--- src/sv/irls_pkg.sv ---
// shared types and constants for the modulated ir line sensor
// no dependencies; imported by every module of the block
package irls_pkg;

  localparam int NUM_PROBES   = 4;
  localparam int ADC_BITS_DEF = 12;
  localparam int REF_W        = 16;
  localparam int CORR_W       = 16;
  localparam int CFG_W        = 64;

  // position arithmetic: 127 + 0.15 * x, gain in q0.16
  localparam int POS_CENTER = 127;
  localparam int POS_GAIN   = 9830;
  localparam int GAIN_W     = 15;
  localparam int POS_W      = 8;
  // x = diff2 - diff3 - correction, sized for the widest adc setting
  localparam int POS_XW     = 19;

  typedef enum logic [1:0] {
    CFG_LINE_REFS  = 2'd0,
    CFG_BG_REFS    = 2'd1,
    CFG_THRESHOLDS = 2'd2,
    CFG_CENTER     = 2'd3
  } cfg_reg_e;

  // one item between the lane stage and the position stage
  typedef struct packed {
    logic                      emitter;
    logic [NUM_PROBES-1:0]     flags;
    logic signed [POS_XW-1:0]  x;
  } pos_item_t;

endpackage

--- src/sv/irls_lane.sv ---
// one probe lane: on/off readings, difference and windowed flag update
// depends on irls_pkg
module irls_lane import irls_pkg::*; #(
  parameter int ADC_BITS = ADC_BITS_DEF
) (
  input  logic                       clk,
  input  logic                       rst,
  input  logic                       take,
  input  logic                       phase,
  input  logic [ADC_BITS-1:0]        sample,
  input  logic [REF_W-1:0]           line_ref,
  input  logic [REF_W-1:0]           bg_ref,
  input  logic [REF_W-1:0]           thresh,
  output logic signed [ADC_BITS:0]   diff,
  output logic                       flag_next
);

  localparam int DW = ADC_BITS + 1;
  localparam int CW = ((ADC_BITS > REF_W) ? ADC_BITS : REF_W) + 2;

  logic [ADC_BITS-1:0] on_rd;
  logic [ADC_BITS-1:0] off_rd;
  logic                flag;
  logic [ADC_BITS-1:0] on_rd_next;
  logic [ADC_BITS-1:0] off_rd_next;
  logic signed [CW-1:0] diff_x;
  logic signed [CW-1:0] line_x;
  logic signed [CW-1:0] bg_x;
  logic signed [CW-1:0] thr_x;

  // sample lands in the on or off slot depending on the emitter phase
  always_comb begin
    on_rd_next  = phase ? sample : on_rd;
    off_rd_next = phase ? off_rd : sample;
    diff        = $signed({1'b0, on_rd_next}) - $signed({1'b0, off_rd_next});
  end

  // window check in a common signed width
  always_comb begin
    diff_x = {{(CW-DW){diff[DW-1]}}, diff};
    line_x = $signed({{(CW-REF_W){1'b0}}, line_ref});
    bg_x   = $signed({{(CW-REF_W){1'b0}}, bg_ref});
    thr_x  = $signed({{(CW-REF_W){1'b0}}, thresh});
    if (diff_x > line_x && diff_x < bg_x) begin
      flag_next = diff_x > thr_x;
    end else begin
      flag_next = flag;
    end
  end

  // lane state
  always_ff @(posedge clk) begin
    if (rst) begin
      on_rd  <= '0;
      off_rd <= '0;
      flag   <= 1'b0;
    end else if (take) begin
      on_rd  <= on_rd_next;
      off_rd <= off_rd_next;
      flag   <= flag_next;
    end
  end

endmodule

--- src/sv/irls_merge.sv ---
// position stage: constant gain multiply, centering, saturation, output register
// depends on irls_pkg
module irls_merge import irls_pkg::*; (
  input  logic                   clk,
  input  logic                   rst,
  input  logic                   s1_valid,
  input  pos_item_t              s1,
  output logic                   s1_stall,
  output logic                   out_valid,
  input  logic                   out_stall,
  output logic                   emitter_drive,
  output logic [NUM_PROBES-1:0]  line_flags,
  output logic [POS_W-1:0]       line_position
);

  localparam int PW = POS_XW + GAIN_W;
  localparam int SW = PW + 1;
  localparam logic signed [GAIN_W-1:0] GAIN = GAIN_W'(POS_GAIN);
  localparam logic signed [SW-1:0] CENTER_Q16 = SW'(POS_CENTER) <<< 16;

  logic signed [PW-1:0] prod;
  logic signed [SW-1:0] sum;
  logic [POS_W-1:0]     pos;
  logic                 s1_take;
  logic                 out_valid_next;

  // 127 + 0.15 * x in q16, truncated and clamped to a byte
  always_comb begin
    prod = PW'(s1.x) * PW'(GAIN);
    sum  = {prod[PW-1], prod} + CENTER_Q16;
    if (sum[SW-1]) begin
      pos = '0;
    end else if (|sum[SW-2:16+POS_W]) begin
      pos = '1;
    end else begin
      pos = sum[16+POS_W-1:16];
    end
  end

  // output register handshake
  always_comb begin
    s1_stall       = out_valid & out_stall;
    s1_take        = s1_valid & ~s1_stall;
    out_valid_next = s1_take | (out_valid & out_stall);
  end

  always_ff @(posedge clk) begin
    if (rst) begin
      out_valid <= 1'b0;
    end else begin
      out_valid <= out_valid_next;
    end
  end

  always_ff @(posedge clk) begin
    if (s1_take) begin
      emitter_drive <= s1.emitter;
      line_flags    <= s1.flags;
      line_position <= pos;
    end
  end

endmodule

--- src/sv/modulated_ir_line_sensor_unit.sv ---
// modulated ir line sensor: four probe lanes, emitter phase, position stage
// the lanes and the position multiply are pipelined: an accepted item is registered
// in the lane stage, then in the output register; one item per cycle unless stalled
// reset: synchronous; clears emitter phase, readings, flags, config and valids
// depends on irls_pkg, irls_lane, irls_merge
module modulated_ir_line_sensor_unit import irls_pkg::*; #(
  parameter int ADC_BITS = ADC_BITS_DEF
) (
  input  logic                   clk,
  input  logic                   rst,
  input  logic                   cfg_write,
  input  logic [1:0]             cfg_index,
  input  logic [CFG_W-1:0]       cfg_data,
  input  logic                   in_valid,
  output logic                   in_stall,
  input  logic [ADC_BITS-1:0]    sample_probe1,
  input  logic [ADC_BITS-1:0]    sample_probe2,
  input  logic [ADC_BITS-1:0]    sample_probe3,
  input  logic [ADC_BITS-1:0]    sample_probe4,
  output logic                   out_valid,
  input  logic                   out_stall,
  output logic                   emitter_drive,
  output logic [NUM_PROBES-1:0]  line_flags,
  output logic [POS_W-1:0]       line_position
);

  localparam int DW = ADC_BITS + 1;

  logic [CFG_W-1:0]         line_refs;
  logic [CFG_W-1:0]         background_refs;
  logic [CFG_W-1:0]         detect_thresholds;
  logic signed [CORR_W-1:0] center_correction;

  logic                     phase;
  logic                     take;
  logic                     s1_valid;
  logic                     s1_valid_next;
  logic                     s1_stall;
  pos_item_t                s1;
  pos_item_t                s1_next;

  logic [ADC_BITS-1:0]      samples   [NUM_PROBES];
  logic signed [DW-1:0]     diffs     [NUM_PROBES];
  logic [NUM_PROBES-1:0]    flag_vec;

  // configuration registers
  always_ff @(posedge clk) begin
    if (rst) begin
      line_refs         <= '0;
      background_refs   <= '0;
      detect_thresholds <= '0;
      center_correction <= '0;
    end else if (cfg_write) begin
      unique case (cfg_reg_e'(cfg_index))
        CFG_LINE_REFS:  line_refs         <= cfg_data;
        CFG_BG_REFS:    background_refs   <= cfg_data;
        CFG_THRESHOLDS: detect_thresholds <= cfg_data;
        CFG_CENTER:     center_correction <= $signed(cfg_data[CORR_W-1:0]);
        default: ;
      endcase
    end
  end

  // input handshake and lane stage valid
  always_comb begin
    in_stall      = s1_valid & s1_stall;
    take          = in_valid & ~in_stall;
    s1_valid_next = take | (s1_valid & s1_stall);
  end

  always_ff @(posedge clk) begin
    if (rst) begin
      s1_valid <= 1'b0;
      phase    <= 1'b0;
    end else begin
      s1_valid <= s1_valid_next;
      if (take) begin
        phase <= ~phase;
      end
    end
  end

  assign samples[0] = sample_probe1;
  assign samples[1] = sample_probe2;
  assign samples[2] = sample_probe3;
  assign samples[3] = sample_probe4;

  // one lane per probe; probe1 flag lands in the top bit
  for (genvar i = 0; i < NUM_PROBES; i++) begin : g_lane
    irls_lane #(
      .ADC_BITS(ADC_BITS)
    ) u_lane (
      .clk       (clk),
      .rst       (rst),
      .take      (take),
      .phase     (phase),
      .sample    (samples[i]),
      .line_ref  (line_refs[i*REF_W +: REF_W]),
      .bg_ref    (background_refs[i*REF_W +: REF_W]),
      .thresh    (detect_thresholds[i*REF_W +: REF_W]),
      .diff      (diffs[i]),
      .flag_next (flag_vec[NUM_PROBES-1-i])
    );
  end

  // x = diff2 - diff3 - correction, sign extended to the stage width
  always_comb begin
    s1_next.emitter = ~phase;
    s1_next.flags   = flag_vec;
    s1_next.x       = {{(POS_XW-DW){diffs[1][DW-1]}}, diffs[1]}
                    - {{(POS_XW-DW){diffs[2][DW-1]}}, diffs[2]}
                    - {{(POS_XW-CORR_W){center_correction[CORR_W-1]}}, center_correction};
  end

  always_ff @(posedge clk) begin
    if (take) begin
      s1 <= s1_next;
    end
  end

  irls_merge u_merge (
    .clk           (clk),
    .rst           (rst),
    .s1_valid      (s1_valid),
    .s1            (s1),
    .s1_stall      (s1_stall),
    .out_valid     (out_valid),
    .out_stall     (out_stall),
    .emitter_drive (emitter_drive),
    .line_flags    (line_flags),
    .line_position (line_position)
  );

  // every accepted item toggles the emitter and fills the lane stage
  a_phase_toggle: assert property (@(posedge clk) disable iff (rst)
    take |=> (phase != $past(phase)) && s1_valid)
    else $error("emitter phase did not toggle on an accepted item");

  a_phase_hold: assert property (@(posedge clk) disable iff (rst)
    !take |=> $stable(phase))
    else $error("emitter phase changed without an item");

  a_stage_hold: assert property (@(posedge clk) disable iff (rst)
    (s1_valid && s1_stall) |=> s1_valid && $stable(s1))
    else $error("lane stage item lost while the output is stalled");

  a_emitter_match: assert property (@(posedge clk) disable iff (rst)
    take |=> s1.emitter == phase)
    else $error("staged emitter drive differs from the new phase");

endmodule
--- config.mk ---
export PLATFORM = sky130hd
export DESIGN_NAME = modulated_ir_line_sensor_unit
export DESIGN_NICKNAME = d
export VERILOG_FILES = /design/src/sv/irls_pkg.sv /design/src/sv/irls_lane.sv /design/src/sv/irls_merge.sv /design/src/sv/modulated_ir_line_sensor_unit.sv
export SDC_FILE = /design/constraint.sdc
export NUM_CORES = 1
export LEC_CHECK = 0
export BUFFER_PORTS_ARGS = -buffer_cell sky130_fd_sc_hd__buf_2
export CAP_MARGIN = 20
export CORE_AREA = 2 2 215 217
export DETAILED_ROUTE_END_ITERATION = 8
export DIE_AREA = 0 0 217 219
export GPL_TIMING_DRIVEN = 0
export PLACE_DENSITY = 0.82
export SYNTH_ARGS = -nofsm -noshare
export SYNTH_HDL_FRONTEND = slang
export SYNTH_SLANG_ARGS = --single-unit
--- constraint.sdc ---
create_clock -name clk -period 6.65 [get_ports clk]
set_input_delay 1.33 -clock clk [delete_from_list [all_inputs] [get_ports clk]]
set_output_delay 1.33 -clock clk [all_outputs]
set_load 0.01 [all_outputs]
**Yosys cells after proc, flatten, opt, wreduce, memory -nomap -nowiden**

Cells that the tools add are included.

- Bits in read-only memories: 0
- Word-level logic and storage cells: 80
- Bits in writable memories: 0
- Bits in registers: 346
- Memories kept: 0
- Bits of input ports: 119
- Bits in latches: 0

- Reduce and logical (&&, ||, !) cells: 10
- Shifts and indexed selects: 0
- Div/mod/pow operators: 0
- Bitwise logic cells: 9
- Add/subtract/negate cells: 7
- Magnitude comparators: 12
- Multiply operators: 1
- Muxes and demuxes: 13
- Eq/ne operators: 3

Operators with widths:

| operator | count |
|---|---|
| $gt A13 B17 Y1 | 8 |
| $mux W12 | 8 |
| $lt A13 B17 Y1 | 4 |
| $sub A12 B12 Y13 | 4 |
| $add A34 B24 Y35 const B | 1 |
| $mul A17 B14 Y31 const B | 1 |
| $sub A14 B16 Y17 | 1 |
| $sub A13 B13 Y14 | 1 |
| $reduce_or A10 Y1 | 1 |
| $mux W8 | 1 |
| $reduce_and A2 Y1 | 4 |
| $and A1 B1 Y1 | 4 |
| $eq A2 B2 Y1 const B | 2 |
| $logic_and A1 B1 Y1 | 4 |
| $mux W1 | 4 |
| $not A1 Y1 | 3 |
| $eq A2 B1 Y1 const B | 1 |
| $logic_not A2 Y1 | 1 |
| $or A1 B1 Y1 | 2 |

**Longest topological paths before layout**

- Depth after elaboration: 5
- Gate-level depth with buffers: 28

**Cells and area by module**

From an unflattened synthesis, not the netlist that was laid out.

- Cells, all modules: 3239
- Area, all modules: 27423.8 um^2

By module, submodules not included:

| module | instances | cells each | area each (um^2) |
|---|---|---|---|
| irls_lane | 4 | 356 | 2954.1 |
| modulated_ir_line_sensor_unit | 1 | 1105 | 9147.5 |
| irls_merge | 1 | 710 | 6459.9 |

**Least setup slack after synthesis**

No wires, ideal clock.

- Path kind: input to register
- Start point: in sample_probe3[0]
- End point: reg, netlist name s1[16]
- Data required time: 6390 ps
- Stages: 21
- Arrival time: 6377 ps
- Setup slack: 14 ps
- Buffers on the path: 1
- Cells stage by stage: mux2i_1 ha_1 inv_1 fa_1 nand2_1 nand2_1 a21oi_1 o21ai_0 a21oi_1 o21bai_1 a21oi_1 o21ai_0 o41ai_1 inv_1 fa_1 ha_1 clkbuf_1 nand3_1 o2111ai_1 a21oi_1 xnor2_1

RTL lines:

| item | RTL line | text |
|---|---|---|
| start, declared | modulated_ir_line_sensor_unit.sv:18 | `input logic [ADC_BITS-1:0] sample_probe3,` |

**Worst setup path in the final report**

- Start point: reg, netlist name s1[5]
- End point: reg u_merge.line_position[6] (data pin)

- Cells in the longest elaborated chain, start to end: 4

RTL lines:

| item | RTL line | text |
|---|---|---|
| $mul A17 B14 Y31 * | irls_merge.sv:29 | `prod = PW'(s1.x) * PW'(GAIN);` |
| $add A34 B24 Y35 * | irls_merge.sv:30 | `sum = {prod[PW-1], prod} + CENTER_Q16;` |
| $reduce_or A10 Y1 | irls_merge.sv:33 | `end else if (\|sum[SW-2:16+POS_W]) begin` |
| $mux W8 | irls_merge.sv:33 |  |
| end signal, assigned | irls_merge.sv:59 | `line_position <= pos;` |
| end, declared | irls_merge.sv:13 | `output logic [POS_W-1:0] line_position` |

Every way passes the cells marked *; elsewhere a longest branch is shown, timed or not.
A chain may end at the register's enable or synchronous reset.

==> results.json <==
{
  "run_status": "completed",
  "postSynthCellCount": 3038,
  "ios": 134,
  "crit_type": "flop to flop",
  "post_synth.cell_area_avg_sq_um": 8.38,
  "slew_at_the_pin_closest_to_its_max_slew_limit_ps": 1100,
  "dpl.cell_count": 3774,
  "finalMaxSlewViolations": 0,
  "detail_route.wirelength_um": 69600,
  "synth_edf_count": 35,
  "grt_first_pass_wirelength_um": 108000,
  "setup.worst_path.start_class": "flop",
  "syn2layout_area_growth_pct": 14.7,
  "timing.clock.skew_ps": 27.3,
  "global_route.usage.total_pct": 28.5,
  "synth.yosys.warnings": 0,
  "fin_nets": 3855,
  "drt_pre_antenna_iters": 6,
  "fin_crit_sh_pct": 99.0,
  "critPathRequiredTime_ps": 6940,
  "post_synth_instance_area_sq_um": 25500,
  "cts_buffers": 39,
  "port_bufs": 131,
  "post_layout_nonfiller_instances": 3903,
  "post_route_cells_drive_above_1_share_pct": 12.4,
  "yosys_register_bits": 346,
  "nFillCells": 3655,
  "met2_layer_wire_length_in_the_routed_design_um": 33300,
  "fp.dieArea_sq_um": 47500,
  "ys_seq_area_share_pct": 28.6,
  "pin_count_of_the_biggest_net_entering_global_routing": 32,
  "route.antenna.remaining_nets": 0,
  "drt_iter0_markers": 1397,
  "wl_per_instance_um": 17.8,
  "synthDominantCellAreaShare_pct": 24.5,
  "tritoncts_sinks": 346,
  "core_area_sq_um": 45100,
  "tns_ps": 0,
  "max_freq_mhz": 152,
  "first_global_vias": 21300,
  "chip_height_um": 219,
  "remaining_drc_errors": 0,
  "maxCapViolations": 0,
  "synth_fp_nets": 3626,
  "met3WireLength_um": 4440,
  "post_synth_num_cell_types": 83,
  "ctsHoldBuffers": 0,
  "synth_top_cells_by_area": "sky130_fd_sc_hd__dfxtp_1 24%, sky130_fd_sc_hd__ha_1 18%, sky130_fd_sc_hd__fa_1 8.0%",
  "cts_htree_levels": 2,
  "layout_min_cycle_time_ps": 6580,
  "vias_per_cell": 5.63,
  "start_util_pct": 56.5,
  "slew_headroom_pct": 26.2,
  "clk_path_buf_depth": 3,
  "gp_congestion": 0.901,
  "clkLatencyLatePin_ps": 590,
  "cts_tree": "built",
  "postSynth.asyncResetShare_pct": 0,
  "vias": 22000,
  "rows": 78,
  "top_signal_layer_used": "met5",
  "ys_dominant_reg_cell": "sky130_fd_sc_hd__dfxtp_1",
  "hold_violation_count_in_the_final_report": 0,
  "die_width_um": 217,
  "clkSlewWorstSetupHoldPaths_ps": 60,
  "grt-ovfl-total": 0,
  "arrival_time_of_the_worst_setup_path_ps": 6880,
  "report.final.setup_viol": 0,
  "postLayoutCoreUtil_pct": 64.8,
  "worst_setup_path_end_kind": "flop",
  "path_class_of_the_lowest_slack_min_delay_path": "flop to flop",
  "worst_hold_slack_ps": 422,
  "netlist.top_cell.by_area": "sky130_fd_sc_hd__dfxtp_1",
  "worst_path_fanout_max": 8,
  "wl_met1_um": 28400,
  "cts.root.buffer_cell": "sky130_fd_sc_hd__clkbuf_16",
  "antenna_found_initial": 12,
  "detailed_place_hpwl_um": 52900
}
[kinds of logic after synthesis]
family / after synthesis / synth area share [%]
multiplexers: 102 / 4.26
AO/OA/AOI/OAI: 639 / 15.8
AND/OR/NAND/NOR: 915 / 15.4
XOR/XNOR: 67 / 2.36
flip-flops: 346 / 28.6
buffers and inverters: 499 / 7.45
adder cells (fa/ha/maj): 470 / 26.1
[sequential cells by signal (all words and copies together), names as in the netlist]
| name | flops |
|---|---|
| detect_thresholds | 64 |
| s1 | 22 |
| g_lane.u_lane.on_rd | 48 |
| u_merge.emitter_drive | 1 |
| g_lane.u_lane.flag | 4 |
| g_lane.u_lane.off_rd | 48 |
| s1_valid | 1 |
| center_correction | 16 |
| line_refs | 64 |
| u_merge.line_flags | 4 |
| u_merge.line_position | 8 |
| u_merge.out_valid | 1 |
| background_refs | 64 |
| phase | 1 |
[per-stage QoR]
step                setup slack (ps)  cell area, sq um
finish                          69.0             29200
global route                    -202             29200
CTS                             6.75             28600
detailed placement              -685             27000
global placement               -2180             26900
floorplan                       13.7             25500
[final timing paths]
| path | start | end | slack [ps] | cells past startpoint |
|---|---|---|---|---|
| setup reg to reg | s1[5] | u_merge.line_position[6] | 70 | 24 |
| hold / removal | s1[23] | u_merge.emitter_drive | 420 | 0 |
| setup / recovery | s1[5] | u_merge.line_position[6] | 70 | 24 |
| hold reg to reg | s1[23] | u_merge.emitter_drive | 420 | 0 |
[cell usage after synthesis (10+ instances only)]
| cell type | count |
|---|---|
| sky130_fd_sc_hd__buf_1 | 11 |
| sky130_fd_sc_hd__nand4_1 | 27 |
| sky130_fd_sc_hd__inv_1 | 372 |
| sky130_fd_sc_hd__nand2b_1 | 20 |
| sky130_fd_sc_hd__nand3_1 | 27 |
| sky130_fd_sc_hd__a21oi_1 | 318 |
| sky130_fd_sc_hd__a21o_1 | 48 |
| sky130_fd_sc_hd__nand2_1 | 486 |
| sky130_fd_sc_hd__a211oi_1 | 61 |
| sky130_fd_sc_hd__a21boi_0 | 10 |
| sky130_fd_sc_hd__xnor2_1 | 38 |
| sky130_fd_sc_hd__edfxtp_1 | 35 |
| sky130_fd_sc_hd__o21a_1 | 37 |
| sky130_fd_sc_hd__o21ai_0 | 60 |
| sky130_fd_sc_hd__fa_1 | 102 |
| sky130_fd_sc_hd__nor2b_1 | 23 |
| sky130_fd_sc_hd__nor3_1 | 73 |
| sky130_fd_sc_hd__xor2_1 | 27 |
| sky130_fd_sc_hd__o21bai_1 | 18 |
| sky130_fd_sc_hd__and3_1 | 14 |
| sky130_fd_sc_hd__mux2i_1 | 52 |
| sky130_fd_sc_hd__mux2_2 | 50 |
| sky130_fd_sc_hd__clkbuf_1 | 110 |
| sky130_fd_sc_hd__nor2_1 | 201 |
| sky130_fd_sc_hd__ha_1 | 367 |
| sky130_fd_sc_hd__dfxtp_1 | 311 |
[critical path, stage by stage, from the launching register on]
cell                        delay [ps]
sky130_fd_sc_hd__edfxtp_1          470
sky130_fd_sc_hd__ha_1              330
sky130_fd_sc_hd__ha_1              310
sky130_fd_sc_hd__inv_1              60
sky130_fd_sc_hd__fa_1              530
sky130_fd_sc_hd__inv_1              50
sky130_fd_sc_hd__fa_1              460
sky130_fd_sc_hd__fa_1              560
sky130_fd_sc_hd__inv_1              60
sky130_fd_sc_hd__fa_1              490
sky130_fd_sc_hd__inv_1              60
sky130_fd_sc_hd__ha_4              280
sky130_fd_sc_hd__nand4_1           130
sky130_fd_sc_hd__nor3_2            240
sky130_fd_sc_hd__nand3_1           100
sky130_fd_sc_hd__and3_4            200
sky130_fd_sc_hd__xnor2_2           180
sky130_fd_sc_hd__a2111oi_4         340
sky130_fd_sc_hd__buf_4             200
sky130_fd_sc_hd__buf_4             120
sky130_fd_sc_hd__a31oi_1           190
sky130_fd_sc_hd__a211oi_2          340
sky130_fd_sc_hd__a31oi_4           130
sky130_fd_sc_hd__nor4_2            330
sky130_fd_sc_hd__a21oi_1           130
[what timing repair did]
item                                    in CTS  in global routing
buffers inserted                            20                 36
gates resized for setup                     31                 68
pin swaps                                    5                 32
endpoints found under the setup margin      14                 19
hold endpoints to repair                     0                  0
gates cloned                                 0                  0
[placed cells by master, fill, tap and decap left out, types with 14 or more instances in the layout]
cell type and n:
sky130_fd_sc_hd__buf_4 57, sky130_fd_sc_hd__nor3_1 70, sky130_fd_sc_hd__dfxtp_1 311, sky130_fd_sc_hd__nand4_1 27, sky130_fd_sc_hd__nand2b_1 20, sky130_fd_sc_hd__clkbuf_16 43, sky130_fd_sc_hd__a21oi_1 310, sky130_fd_sc_hd__buf_2 132
sky130_fd_sc_hd__ha_1 361, sky130_fd_sc_hd__o21bai_1 16, sky130_fd_sc_hd__nand2_1 485, sky130_fd_sc_hd__o21a_1 37, sky130_fd_sc_hd__nor2b_1 23, sky130_fd_sc_hd__nor2_1 199, sky130_fd_sc_hd__a211oi_1 58, sky130_fd_sc_hd__nand3_1 25
sky130_fd_sc_hd__inv_1 372, sky130_fd_sc_hd__fa_1 102, sky130_fd_sc_hd__mux2i_1 51, sky130_fd_sc_hd__xor2_1 21, sky130_fd_sc_hd__o21ai_0 57, sky130_fd_sc_hd__xnor2_1 36, sky130_fd_sc_hd__edfxtp_1 35, sky130_fd_sc_hd__mux2_2 50
sky130_fd_sc_hd__clkbuf_1 102, sky130_fd_sc_hd__and3_1 14, sky130_fd_sc_hd__a21o_1 48
[layout make-up]
type	instances	area [sq um]	area share, %
Buffer	123	510	1.75
Clock buffer	51	1140	3.92
Tap cell	600	751	2.57
Clock inverter	19	225	0.771
Timing Repair Buffer	192	1150	3.96
Antenna cell	7	17.5	0.0600
Multi-Input combinational cell	2193	16700	57.3
Inverter	372	1400	4.78
Sequential cell	346	7280	24.9
[metal layers]
metal,global-route usage (%),up-vias
li1,-,10700
met5,0,-
met4,12.4,12
met2,50.0,723
met1,34.6,10300
met3,4.32,194
Power is not shown: default switching activity piles up to over one toggle a cycle in this logic, so the estimate is an artifact.
